File: config.mk
export PLATFORM = sky130hd
export DESIGN_NAME = baro_sensor_compensation
export DESIGN_NICKNAME = d
export VERILOG_FILES = /design/src/rtl/core/baro_pkg.sv /design/src/rtl/core/baro_sensor_compensation.sv
export VERILOG_INCLUDE_DIRS = /design/src /design/src/rtl/core
export SDC_FILE = /design/constraint.sdc
export NUM_CORES = 2
export LEC_CHECK = 0
export BUFFER_PORTS_ARGS = -buffer_cell sky130_fd_sc_hd__buf_4
export CAP_MARGIN = 20
export CELL_PAD_IN_SITES_DETAIL_PLACEMENT = 0
export CELL_PAD_IN_SITES_GLOBAL_PLACEMENT = 2
export CORE_ASPECT_RATIO = 1.4
export CORE_MARGIN = 3
export CORE_UTILIZATION = 28
export CTS_BUF_LIST = sky130_fd_sc_hd__clkbuf_8
export CTS_CLUSTER_SIZE = 10
export DETAILED_ROUTE_END_ITERATION = 12
export PLACE_DENSITY = 0.63
export SLEW_MARGIN = 20
export SYNTH_ARGS = -nofsm -noshare
export SYNTH_HDL_FRONTEND = slang
export SYNTH_SLANG_ARGS = --single-unit
File: constraint.sdc
create_clock -name clock -period 21.6 [get_ports clock]
set_clock_uncertainty 0.1 [all_clocks]
set_input_delay 0 -clock clock [delete_from_list [all_inputs] [get_ports clock]]
set_output_delay 0 -clock clock [all_outputs]
set_load 0.1 [all_outputs]
File: src/rtl/core/assert_macros.svh
// Assertion helpers shared by the RTL.
`ifndef ASSERT_MACROS_SVH
`define ASSERT_MACROS_SVH

// Implication checked on every clock edge outside reset.
`define ASSERT_IMPL(label, clk, rst, pre, post, msg) \
   label: assert property (@(posedge clk) disable iff (rst) (pre) |-> (post)) \
      else $error(msg);

// Next-cycle implication.
`define ASSERT_NEXT(label, clk, rst, pre, post, msg) \
   label: assert property (@(posedge clk) disable iff (rst) (pre) |=> (post)) \
      else $error(msg);

`endif

File: src/rtl/core/baro_pkg.sv
`timescale 1ns / 1ps
package baro_pkg;

   typedef struct packed {
      logic        func;
      logic [18:0] raw_value;
      logic [31:0] sample_time;
   } req_type;

   typedef struct packed {
      logic [1:0]  status;
      logic [31:0] pressure_pa;
      logic [27:0] temperature_tenths;
      logic        next_is_temperature;
      logic [31:0] stamp_out;
   } rsp_type;

   localparam logic [1:0] ST_TEMP_OK  = 2'd0;
   localparam logic [1:0] ST_PRES_OK  = 2'd1;
   localparam logic [1:0] ST_TEMP_ERR = 2'd2;
   localparam logic [1:0] ST_PRES_ERR = 2'd3;

   localparam logic [2:0] REG_CAL_A   = 3'd0;
   localparam logic [2:0] REG_CAL_B   = 3'd1;
   localparam logic [2:0] REG_CAL_C   = 3'd2;
   localparam logic [2:0] REG_OSS     = 3'd3;
   localparam logic [2:0] REG_REFRESH = 3'd4;
   localparam logic [2:0] REG_MIN     = 3'd5;
   localparam logic [2:0] REG_MAX     = 3'd6;

   // Sequencer: one microstep per state; many use the shared multiplier or divider.
   typedef enum logic [4:0] {
      S_IDLE,
      S_T0, S_T1, S_T2, S_TDIV, S_T3,
      S_P0, S_P1, S_P2, S_P3, S_P4, S_P5, S_P6, S_P7, S_P8,
      S_PDIV, S_P9, S_P10, S_P11, S_P12, S_P13,
      S_OUT
   } state_type;

endpackage

File: src/rtl/core/baro_sensor_compensation.sv
`timescale 1ns / 1ps
// From accept to the earliest result beat, the divider pass dominates; a zero divisor on a
// temperature item or a zero B4 on a pressure item skips the divider.
// Throughput: one item at a time; req_stall is high from accept until the result is taken.
// Multiplications go one per cycle through a single shared 32x32 multiplier.
// Synchronous active-high reset clears the sequencer, state terms and configuration registers
// to their reset values; the working, divider and payload registers have no reset.
module baro_sensor_compensation #(
   parameter int COUNT_MAX = 255
) (
   input  logic                 clock,
   input  logic                 reset,
   input  logic                 req_valid,
   output logic                 req_stall,
   input  baro_pkg::req_type    req_data,
   output logic                 rsp_valid,
   input  logic                 rsp_stall,
   output baro_pkg::rsp_type    rsp_data,
   input  logic                 csr_valid,
   output logic                 csr_ready,
   input  logic [2:0]           csr_index,
   input  logic [63:0]          csr_wdata
);
   import baro_pkg::*;
   `include "assert_macros.svh"

   localparam logic [7:0] CountMax = 8'(COUNT_MAX);

   // configuration registers
   logic [63:0] cal_a_ff, cal_b_ff;
   logic [31:0] cal_c_ff;
   logic [1:0]  oss_ff;
   logic [7:0]  refresh_ff;
   logic [17:0] min_ff, max_ff;

   assign csr_ready = 1'b1;

   always_ff @(posedge clock) begin
      if (reset) begin
         cal_a_ff <= '0; cal_b_ff <= '0; cal_c_ff <= '0; oss_ff <= '0;
         refresh_ff <= 8'd1; min_ff <= 18'd30000; max_ff <= 18'd110000;
      end else if (csr_valid) begin
         case (csr_index)
            REG_CAL_A:   cal_a_ff   <= csr_wdata;
            REG_CAL_B:   cal_b_ff   <= csr_wdata;
            REG_CAL_C:   cal_c_ff   <= csr_wdata[31:0];
            REG_OSS:     oss_ff     <= csr_wdata[1:0];
            REG_REFRESH: refresh_ff <= csr_wdata[7:0];
            REG_MIN:     min_ff     <= csr_wdata[17:0];
            REG_MAX:     max_ff     <= csr_wdata[17:0];
            default: ;
         endcase
      end
   end

   // calibration fields, extended to 32 bits
   logic [31:0] ac1, ac2, ac3, ac4, ac5, ac6, b1, b2, mc, md;
   assign ac1 = {{16{cal_a_ff[63]}}, cal_a_ff[63:48]};
   assign ac2 = {{16{cal_a_ff[47]}}, cal_a_ff[47:32]};
   assign ac3 = {{16{cal_a_ff[31]}}, cal_a_ff[31:16]};
   assign ac4 = {16'd0, cal_a_ff[15:0]};
   assign ac5 = {16'd0, cal_b_ff[63:48]};
   assign ac6 = {16'd0, cal_b_ff[47:32]};
   assign b1  = {{16{cal_b_ff[31]}}, cal_b_ff[31:16]};
   assign b2  = {{16{cal_b_ff[15]}}, cal_b_ff[15:0]};
   assign mc  = {{16{cal_c_ff[31]}}, cal_c_ff[31:16]};
   assign md  = {{16{cal_c_ff[15]}}, cal_c_ff[15:0]};

   state_type state_ff, state_in;
   req_type   req_ff;
   rsp_type   rsp_ff, rsp_in;
   logic [31:0] b5_ff, b5_in;
   logic [27:0] tt_ff, tt_in;
   logic [7:0]  cnt_ff, cnt_in;
   // working registers
   logic [31:0] r0_ff, r0_in, r1_ff, r1_in, r2_ff, r2_in, r3_ff, r3_in;
   logic [31:0] r4_ff, r4_in;

   // shared multiplier (low 32 bits)
   logic [31:0] mul_a, mul_b, mul_p;
   assign mul_p = mul_a * mul_b;

   // shared divider: unsigned restoring, one bit per cycle
   logic [31:0] dq_ff, dq_in, dr_ff, dr_in, dd_ff, dd_in;
   logic [5:0]  dc_ff, dc_in;
   logic [32:0] dtrial;
   assign dtrial = {dr_ff, dq_ff[31]} - {1'b0, dd_ff};

   function automatic logic [31:0] asr(input logic [31:0] v, input int n);
      asr = 32'($signed(v) >>> n);
   endfunction

   function automatic logic [31:0] neg(input logic [31:0] v);
      neg = 32'd0 - v;
   endfunction

   logic accept, rsp_fire;
   assign accept    = req_valid && !req_stall;
   assign rsp_fire  = rsp_valid && !rsp_stall;
   assign req_stall = (state_ff != S_IDLE);
   assign rsp_valid = (state_ff == S_OUT);
   assign rsp_data  = rsp_ff;

   // next state
   always_comb begin
      state_in = state_ff;
      case (state_ff)
         S_IDLE: if (accept) state_in = req_data.func ? S_P0 : S_T0;
         S_T0:  state_in = S_T1;
         S_T1:  state_in = S_T2;
         S_T2:  state_in = (r1_ff == 32'd0) ? S_OUT : S_TDIV;
         S_TDIV: if (dc_ff == 6'd32) state_in = S_T3;
         S_T3:  state_in = S_OUT;
         S_P0, S_P1, S_P2, S_P3, S_P4, S_P5, S_P6: state_in = state_type'(state_ff + 5'd1);
         S_P7:  state_in = S_P8;
         S_P8:  state_in = (r4_ff == 32'd0) ? S_OUT : S_PDIV;
         S_PDIV: if (dc_ff == 6'd32) state_in = S_P9;
         S_P9, S_P10, S_P11, S_P12: state_in = state_type'(state_ff + 5'd1);
         S_P13: state_in = S_OUT;
         S_OUT: if (rsp_fire) state_in = S_IDLE;
         default: state_in = S_IDLE;
      endcase
   end

   // datapath per step
   always_comb begin
      logic [31:0] t, p;
      logic signed [32:0] ps;
      r0_in = r0_ff; r1_in = r1_ff; r2_in = r2_ff; r3_in = r3_ff; r4_in = r4_ff;
      b5_in = b5_ff; tt_in = tt_ff; cnt_in = cnt_ff; rsp_in = rsp_ff;
      dq_in = dq_ff; dr_in = dr_ff; dd_in = dd_ff; dc_in = dc_ff;
      mul_a = 32'd0; mul_b = 32'd0;
      t = 32'd0; p = 32'd0; ps = '0;
      case (state_ff)
         // x1 = asr((ut - ac6) * ac5, 15)
         S_T0: begin
            mul_a = {16'd0, req_ff.raw_value[15:0]} - ac6; mul_b = ac5;
            r0_in = asr(mul_p, 15);
         end
         S_T1: r1_in = r0_ff + md;
         // den check, set up |mc<<11| / |den|
         S_T2: begin
            if (r1_ff == 32'd0) begin
               rsp_in = '{ST_TEMP_ERR, 32'd0, tt_ff, 1'b1, 32'd0};
            end else begin
               t = mc << 11;
               r2_in = {31'd0, t[31] ^ r1_ff[31]};
               dq_in = t[31] ? neg(t) : t;
               dd_in = r1_ff[31] ? neg(r1_ff) : r1_ff;
               dr_in = 32'd0; dc_in = 6'd0;
            end
         end
         S_TDIV, S_PDIV: if (dc_ff != 6'd32) begin
            if (!dtrial[32]) begin
               dr_in = dtrial[31:0]; dq_in = {dq_ff[30:0], 1'b1};
            end else begin
               dr_in = {dr_ff[30:0], dq_ff[31]}; dq_in = {dq_ff[30:0], 1'b0};
            end
            dc_in = dc_ff + 6'd1;
         end
         S_T3: begin
            t = r0_ff + (r2_ff[0] ? neg(dq_ff) : dq_ff);
            b5_in = t;
            tt_in = 28'(asr(t + 32'd8, 4));
            cnt_in = 8'd0;
            rsp_in = '{ST_TEMP_OK, 32'd0, tt_in, 1'b0, 32'd0};
         end
         // b6 and sq
         S_P0: begin
            r0_in = b5_ff - 32'd4000;
            mul_a = r0_in; mul_b = r0_in; r1_in = asr(mul_p, 12);
         end
         // x1 = asr(b2*sq,11)
         S_P1: begin mul_a = b2; mul_b = r1_ff; r2_in = asr(mul_p, 11); end
         // x3 = x1 + asr(ac2*b6,11); b3
         S_P2: begin
            mul_a = ac2; mul_b = r0_ff;
            t = r2_ff + asr(mul_p, 11);
            r2_in = asr(((ac1 << 2) + t << oss_ff) + 32'd2, 2);
         end
         S_P3: begin mul_a = ac3; mul_b = r0_ff; r3_in = asr(mul_p, 13); end
         S_P4: begin
            mul_a = b1; mul_b = r1_ff;
            r3_in = asr(r3_ff + asr(mul_p, 16) + 32'd2, 2);
         end
         S_P5: begin mul_a = ac4; mul_b = r3_ff + 32'd32768; r4_in = mul_p >> 15; end
         // b7
         S_P6: begin
            mul_a = {13'd0, req_ff.raw_value} - r2_ff;
            mul_b = 32'd50000 >> oss_ff;
            r1_in = mul_p;
         end
         S_P7: ;
         S_P8: begin
            if (r4_ff == 32'd0) begin
               rsp_in = '{ST_PRES_ERR, 32'd0, tt_ff, 1'b1, 32'd0};
            end else begin
               dq_in = r1_ff[31] ? r1_ff : (r1_ff << 1);
               dd_in = r4_ff; dr_in = 32'd0; dc_in = 6'd0;
            end
         end
         // p, then x1 = asr(p,8)^2
         S_P9: begin
            p = r1_ff[31] ? (dq_ff << 1) : dq_ff;
            r0_in = p;
            mul_a = asr(p, 8); mul_b = asr(p, 8); r2_in = mul_p;
         end
         S_P10: begin mul_a = r2_ff; mul_b = 32'd3038; r2_in = asr(mul_p, 16); end
         S_P11: begin mul_a = neg(32'd7357); mul_b = r0_ff; r3_in = asr(mul_p, 16); end
         S_P12: r0_in = r0_ff + asr(r2_ff + r3_ff + 32'd3791, 4);
         S_P13: begin
            ps = $signed({r0_ff[31], r0_ff});
            if (ps < $signed({15'd0, min_ff}) || ps > $signed({15'd0, max_ff})) begin
               rsp_in = '{ST_PRES_ERR, 32'd0, tt_ff, 1'b1, 32'd0};
            end else begin
               if (cnt_ff < CountMax) cnt_in = cnt_ff + 8'd1;
               rsp_in = '{ST_PRES_OK, r0_ff, tt_ff, (cnt_in >= refresh_ff),
                          req_ff.sample_time};
            end
         end
         default: ;
      endcase
   end

   always_ff @(posedge clock) begin
      if (reset) begin
         state_ff <= S_IDLE;
         b5_ff <= '0; tt_ff <= '0; cnt_ff <= '0;
      end else begin
         state_ff <= state_in;
         b5_ff <= b5_in; tt_ff <= tt_in; cnt_ff <= cnt_in;
      end
   end

   // payload and working registers
   always_ff @(posedge clock) begin
      if (accept) req_ff <= req_data;
      rsp_ff <= rsp_in;
      r0_ff <= r0_in; r1_ff <= r1_in; r2_ff <= r2_in; r3_ff <= r3_in; r4_ff <= r4_in;
      dq_ff <= dq_in; dr_ff <= dr_in; dd_ff <= dd_in; dc_ff <= dc_in;
   end

   `ASSERT_IMPL(a_busy_no_accept, clock, reset, state_ff != S_IDLE, req_stall, "accept while busy")
   `ASSERT_NEXT(a_rsp_hold, clock, reset, rsp_valid && rsp_stall, rsp_valid && $stable(rsp_data), "rsp dropped")
   `ASSERT_IMPL(a_cnt_sat, clock, reset, 1'b1, cnt_ff <= CountMax, "counter over limit")
   `ASSERT_IMPL(a_div_bound, clock, reset, state_ff == S_TDIV || state_ff == S_PDIV, dc_ff <= 6'd32, "divider overrun")
endmodule
-- After elaboration in Yosys (flattened, before gate mapping)
Cells that the tools add are included.
- divide/modulo/power cells: 0
- multiplexer cells: 46
- bitwise operators: 1
- multipliers: 1
- magnitude comparators: 4
- shift-type cells: 2
- add/subtract/negate cells: 22
- reduce and logical (&&, ||, !) cells: 36
- eq/ne operators: 39
- operators by type and width (operator ; count):
    two-way mux 32 bit ; 15
    one-hot mux 32 bit (3 select lines) ; 4
    one-hot mux 95 bit (4 select lines) ; 1
    one-hot mux 32 bit (11 select lines) ; 1
    two-way mux 95 bit ; 3
    one-hot mux 32 bit (8 select lines) ; 1
    adder 32 bit ; 7
    one-hot mux 32 bit (5 select lines) ; 1
    one-hot mux 32 bit (4 select lines) ; 1
    adder 32 x 2 -> 32 bit, second input constant ; 2
    logical NOT 32 bit ; 2
    one-hot mux 32 bit (2 select lines) ; 1
    subtractor 1 x 32 -> 32 bit, first input constant ; 2
    one-hot mux 5 bit (11 select lines) ; 1
    == test 5 x 4 -> 1 bit, second input constant ; 8
    subtractor 33 x 32 -> 33 bit ; 1
    adder 32 x 12 -> 32 bit, second input constant ; 1
    adder 32 x 16 -> 32 bit, second input constant ; 1
    adder 32 x 4 -> 32 bit, second input constant ; 1
    greater-than comparator 32 x 19 -> 1 bit ; 1
    less-than comparator 32 x 19 -> 1 bit ; 1
    multiplier 32 x 32 -> 32 bit ; 1
    two-way mux 8 bit ; 4
    << shifter 32 x 2 -> 32 bit ; 1
    other kinds (43) ; 89
- memory bits (writable): 0
- latch bits: 0
- input port bits: 124
- logic and storage cells: 178
- flip-flop bits (word level): 672
- memories: 0
- memory bits (read-only): 0
- output and inout port bits: 98

-- Depth between registers and ports, before layout
- depth after elaboration: 9
- mapped depth: 60

-- Worst setup path after synthesis
No wires, ideal clock.
- path type: reg-to-reg
- start point: reg state_ff[3]
- end point: reg r2_ff[29], data pin
- data arrival time: 13.356 ns
- slack: 7.866 ns
- cell stages (with the launch flop): 53
- path buffers: 6
- setup time: 0.278 ns
- cells stage by stage: dfxtp_1 -> clkbuf_1 -> buf_2 -> nand3_1 -> inv_1 -> buf_2 -> clkbuf_1 -> buf_1 -> a22oi_1 -> nand3_1 -> nor2_1 -> clkbuf_1 -> or2_2 -> fa_1 -> inv_1 -> fa_1 -> fa_1 -> inv_1 -> [17 not listed] -> xnor2_1 -> xnor3_2 -> fa_1 -> ha_1 -> a21o_1 -> a21o_1 -> a21oi_1 -> inv_1 -> a311oi_1 -> a21oi_1 -> o21a_1 -> o31ai_1 -> a31oi_1 -> nor3_1 -> and3_1 -> nand3_1 -> xnor2_1 -> o211ai_1
- word-level cells in the longest chain between the ends: 9
- elaborated cells on any way between the ends: 22
- RTL lines (what ; line ; text):
    from (decl) ; baro_sensor_compensation.sv:69 ; state_type state_ff, state_in;
    from (signal assigned) ; baro_sensor_compensation.sv:230 ; state_ff <= state_in;
    == test 5 x 4 -> 1 bit, or another cell as far along ; baro_sensor_compensation.sv:134 ; case (state_ff)
    OR reduction 3 bit (no line) or OR reduction 2 bit (tied branches) ; -- ;
    one-hot mux 32 bit (8 select lines) ; baro_sensor_compensation.sv:134 ;
    multiplier 32 x 32 -> 32 bit * ; baro_sensor_compensation.sv:81 ; assign mul_p = mul_a * mul_b;
    named net mul_p[31] ; baro_sensor_compensation.sv:80 ; logic [31:0] mul_a, mul_b, mul_p;
    adder 32 bit ; baro_sensor_compensation.sv:178 ; t = r2_ff + asr(mul_p, 11);
    adder 32 bit ; baro_sensor_compensation.sv:179 ; r2_in = asr(((ac1 << 2) + t << oss_ff) + 32'd2, 2);
    << shifter 32 x 2 -> 32 bit ; baro_sensor_compensation.sv:179 ;
    adder 32 x 2 -> 32 bit ; baro_sensor_compensation.sv:179 ;
    one-hot mux 32 bit (5 select lines) * ; baro_sensor_compensation.sv:134 ;
    named net r2_in[29] ; baro_sensor_compensation.sv:76 ; logic [31:0] r0_ff, r0_in, r1_ff, r1_in, r2_ff, r2_in, r3_ff, r3_in;
    to (signal assigned) ; baro_sensor_compensation.sv:239 ; r0_ff <= r0_in; r1_ff <= r1_in; r2_ff <= r2_in; r3_ff <= r3_in; r4_ff <= r4_in;
    to (decl) ; baro_sensor_compensation.sv:76 ;
Mark *: on every way through the listed nets, which the timed path passes. The rest lies on a longest branch.
A chain may end at the register's enable or synchronous reset.

-- Worst setup path after layout
- start point: reg state_ff[0]
- end point: reg r2_ff[30], data pin
- word-level cells in the longest chain between the ends: 9
- elaborated cells on any way between the ends: 22
- RTL lines (what ; line):
    == test 5 x 4 -> 1 bit, or another cell as far along ; baro_sensor_compensation.sv:134
    OR reduction 3 bit (no line) or OR reduction 2 bit (tied branches) ; --
    one-hot mux 32 bit (8 select lines) ; baro_sensor_compensation.sv:134
    multiplier 32 x 32 -> 32 bit * ; baro_sensor_compensation.sv:81
    named net mul_p[28] ; baro_sensor_compensation.sv:80
    adder 32 bit * ; baro_sensor_compensation.sv:178
    adder 32 bit * ; baro_sensor_compensation.sv:179
    << shifter 32 x 2 -> 32 bit * ; baro_sensor_compensation.sv:179
    adder 32 x 2 -> 32 bit * ; baro_sensor_compensation.sv:179
    one-hot mux 32 bit (5 select lines) * ; baro_sensor_compensation.sv:134
    named net r2_in[30] ; baro_sensor_compensation.sv:76
Marked as above.

==> summary.md <==
| Metric | Value |
|---|---|
| Critical path class | reg -> reg |
| Die X | 405 um |
| DP Worst Slack | 4.20 ns |
| Worst path slowest cell | a2111oi_0 |
| Post-synth EDFFs | 391 |
| Post-Syn Area | 62400 um2 |
| CP most frequent cell | fa_1 |
| Seq/Total Area, Yosys | 27.7% |
| Post-route setup slack | 4.57 ns |
| Main synth FF type | edfxtp_1 |
| Max-Slew Margin vs Limit | 20.2% |
| Worst-Margin Slew | 1.18 ns |
| Count leader, synth | nand2_1 |
| Post-synth cell types | 100 |
| Worst Path Required | 22.00 ns |
| Clock slew seen by the registers of the worst setup and hold paths | 0.07 ns |
| Final Max Tran Viols | 0 |
| Non-filler cells, final | 10602 |
| Top-level port count | 222 |
| Htree depth | 3 |
| Syn_area_per_cell | 8.73 um2 |
| Layout cell share with drive strength beyond 1 | 9.23% |
| Core box area | 221000 um2 |
| Max VDD drop | 0.0000717 V |
| Root Driver | clkbuf_8 |
| Critical Path Max Stage Delay | 1.00 ns |
| Post-DR wirelength/cell | 27.0 um |
| Max FO, Critical Path | 14 |
| CP Launch Type | register |
| Status | finished clean |
| Area leader, netlist | edfxtp_1 |
| Pwr dens | 75.7 nW/um2 |
| Fin crit share | 78.9% |
| Yosys top cell area share | 18.8% |
| Vias in the first global route | 55542 |
| Post-Synthesis Cells | 7153 |
| WL final | 286000 um |
| # DRC | 0 |
| Post-layout util | 33.2% |
| Top post-synthesis cells by area | edfxtp_1 19%, fa_1 14%, ha_1 9.9%, dfxtp_1 8.9%, nand2_1 6.3% |
| Switching power | 2.51 mW |
| RSZ-0062 raised after global routing | no |
| Internal | 3.05 mW |
| GRT Overall Usage | 24.5% |
| # Max-Cap Violations | 0 |
| Worst-Skew Late Latency | 0.86 ns |
| Logic pwr share | 47.5% |
| Final hold violation count | 0 |
| Clock tree buffer depth | 3 |
| Syn. warnings | 0 |
| Via count | 55471 |
| Std-Cell Rows | 204 |
| Hold crit path type | in -> reg |
| Sw Share | 45.1% |
| Die span in y | 565 um |
| Final ANT Viol Nets | 0 |
| Largest net degree at the start of global routing | 128 |
| Clock share of power | 22.7% |
| Global-route wire length before repair | 405000 um |
| Post-synth ARST share | 0% |
| Detail Placement HPWL | 221000 um |
| Post-synth top cells | 1052 x nand2_1, 754 x inv_1, 561 x nor2_1 |
| Sequential share of power | 29.8% |
| Cts bufs inserted | 115 |
| Vias/cell | 5.23 |
| CP Capture Type | register |
| GRT Residual Overflow | 0 |
| Post-CTS Setup Bufs | 0 |
| DIE AREA | 229000 um2 |
| Drt pass-1 iters | 6 |
| Final setup viols | 0 |
| Crit path DAT | 17.44 ns |
| Area Overhead vs Synth | 17.6% |
| Post-route setup TNS | 0 ns |
| Post-placement cell count | 10115 |
| CTS Hold Buffers Added | 260 |
| GPL Wtd Cong | 0.975 |
| Initial DRC count | 4185 |
| Post-CTS Resized | 0 |
| Initial antenna violation count | 14 |
| I/O Buffers | 220 |
| Fin crit period | 17.03 ns |
| DP Area | 68400 um2 |
| Leakage power | 30.9 nW |
| Starting Density | 28.2% |
| Yosys reg bits | 670 |
| Max Fclk | 58.7 MHz |
| CTS tree | built |
| Design Area, Final | 73400 um2 |
| Total Nets Final | 8674 |
| Clock sink count | 670 |
## path summary, 6_finish.rpt
| kind | cells after the start | startpoint | slack, ns | endpoint |
|---|---|---|---|---|
| max | 46 | state_ff[0]$_SDFFE_PP0P_ | 4.57 | r2_ff[30]$_DFFE_PP_ |
| min | 3 | reset | 0.16 | tt_ff[7]$_SDFFE_PP0P_ |
| max reg2reg | 46 | state_ff[0]$_SDFFE_PP0P_ | 4.57 | r2_ff[30]$_DFFE_PP_ |
| min reg2reg | 2 | cal_a_ff[56]$_SDFFE_PP0P_ | 0.35 | cal_a_ff[56]$_SDFFE_PP0P_ |
## stage by stage
stage                     hold slack [ns]  power (mW)
final                               0.157        5.56
after detailed placement           0.0793        4.26
after floorplan                  -0.00113        3.29
after global placement             0.0783        4.26
after global routing                0.152        5.86
after CTS                          0.0759        5.59
## kinds of logic after synthesis
kind of cell / Yosys count / share of synthesized area, %
AND/OR/NAND/NOR: 2423 / 17.9
AO/OA/AOI/OAI: 1487 / 15.4
buffers and inverters: 1079 / 6.54
adder cells (fa/ha/maj): 939 / 24.2
flip-flops: 670 / 27.7
XOR/XNOR: 433 / 6.21
multiplexers: 120 / 2.02
other: 2 / 0.0120
## layout by cell type (no fill, tap or decap), types with 98 or more instances in the layout
master            n
a21oi_1         498
xor2_1          168
inv_1           783
o21ai_0         276
a21o_1           99
xnor2_1         245
nor2_1          557
nand2b_1        111
mux2i_1          98
buf_4           387
fa_1            445
dfxtp_1         275
dlygate4sd3_1   260
nand2_1        1048
nand3_1         101
edfxtp_1        391
ha_1            494
clkbuf_8        116
## power groups by stage
stage	clock (mW)	sequential (mW)	combinational (mW)
6_report	1.26	1.66	2.64
5_1_grt	1.35	1.66	2.85
4_1_cts	1.30	1.66	2.63
3_5_place_dp	0	1.68	2.57
3_3_place_gp	0	1.68	2.57
2_1_floorplan	0	1.66	1.62
## area by class of cell
type                       instances  area [um2]
clock buffer                     116        1600
multi-input combinational       5417       41700
tap                             2884        3610
clock inverter                   100         783
timing repair buffer             651        5570
sequential                       670       17300
antenna                            8        20.0
inverter                         756        2840
fill                           23158      148000
## critical path: cells and delay by family (launching register included)
family	cells	cell delay, ns
buf+inv	6	0.83
xor+xnor	2	0.82
simple gates	9	2.74
compound gates	17	6.14
fa+ha+maj	12	5.59
flops	1	0.43
## sequential cells by signal (all words and copies together), names as in the netlist, 18 cells and up
name and cells:
b5_ff 32, cal_a_ff 64, cal_b_ff 64, cal_c_ff 32
dd_ff 32, dq_ff 32, dr_ff 32, max_ff 18
min_ff 18, r0_ff 32, r1_ff 32, r2_ff 32
r3_ff 30, req_ff 51, rsp_data 95, tt_ff 28
## metal layers
| layer | routed length [um] | track usage [%] |
|---|---|---|
| met5 | 65 | 0 |
| met1 | 111000 | 28.3 |
| met3 | 13400 | 3.29 |
| met4 | 19300 | 14.1 |
| met2 | 142000 | 43.3 |
(Power assumes the default switching activity.)
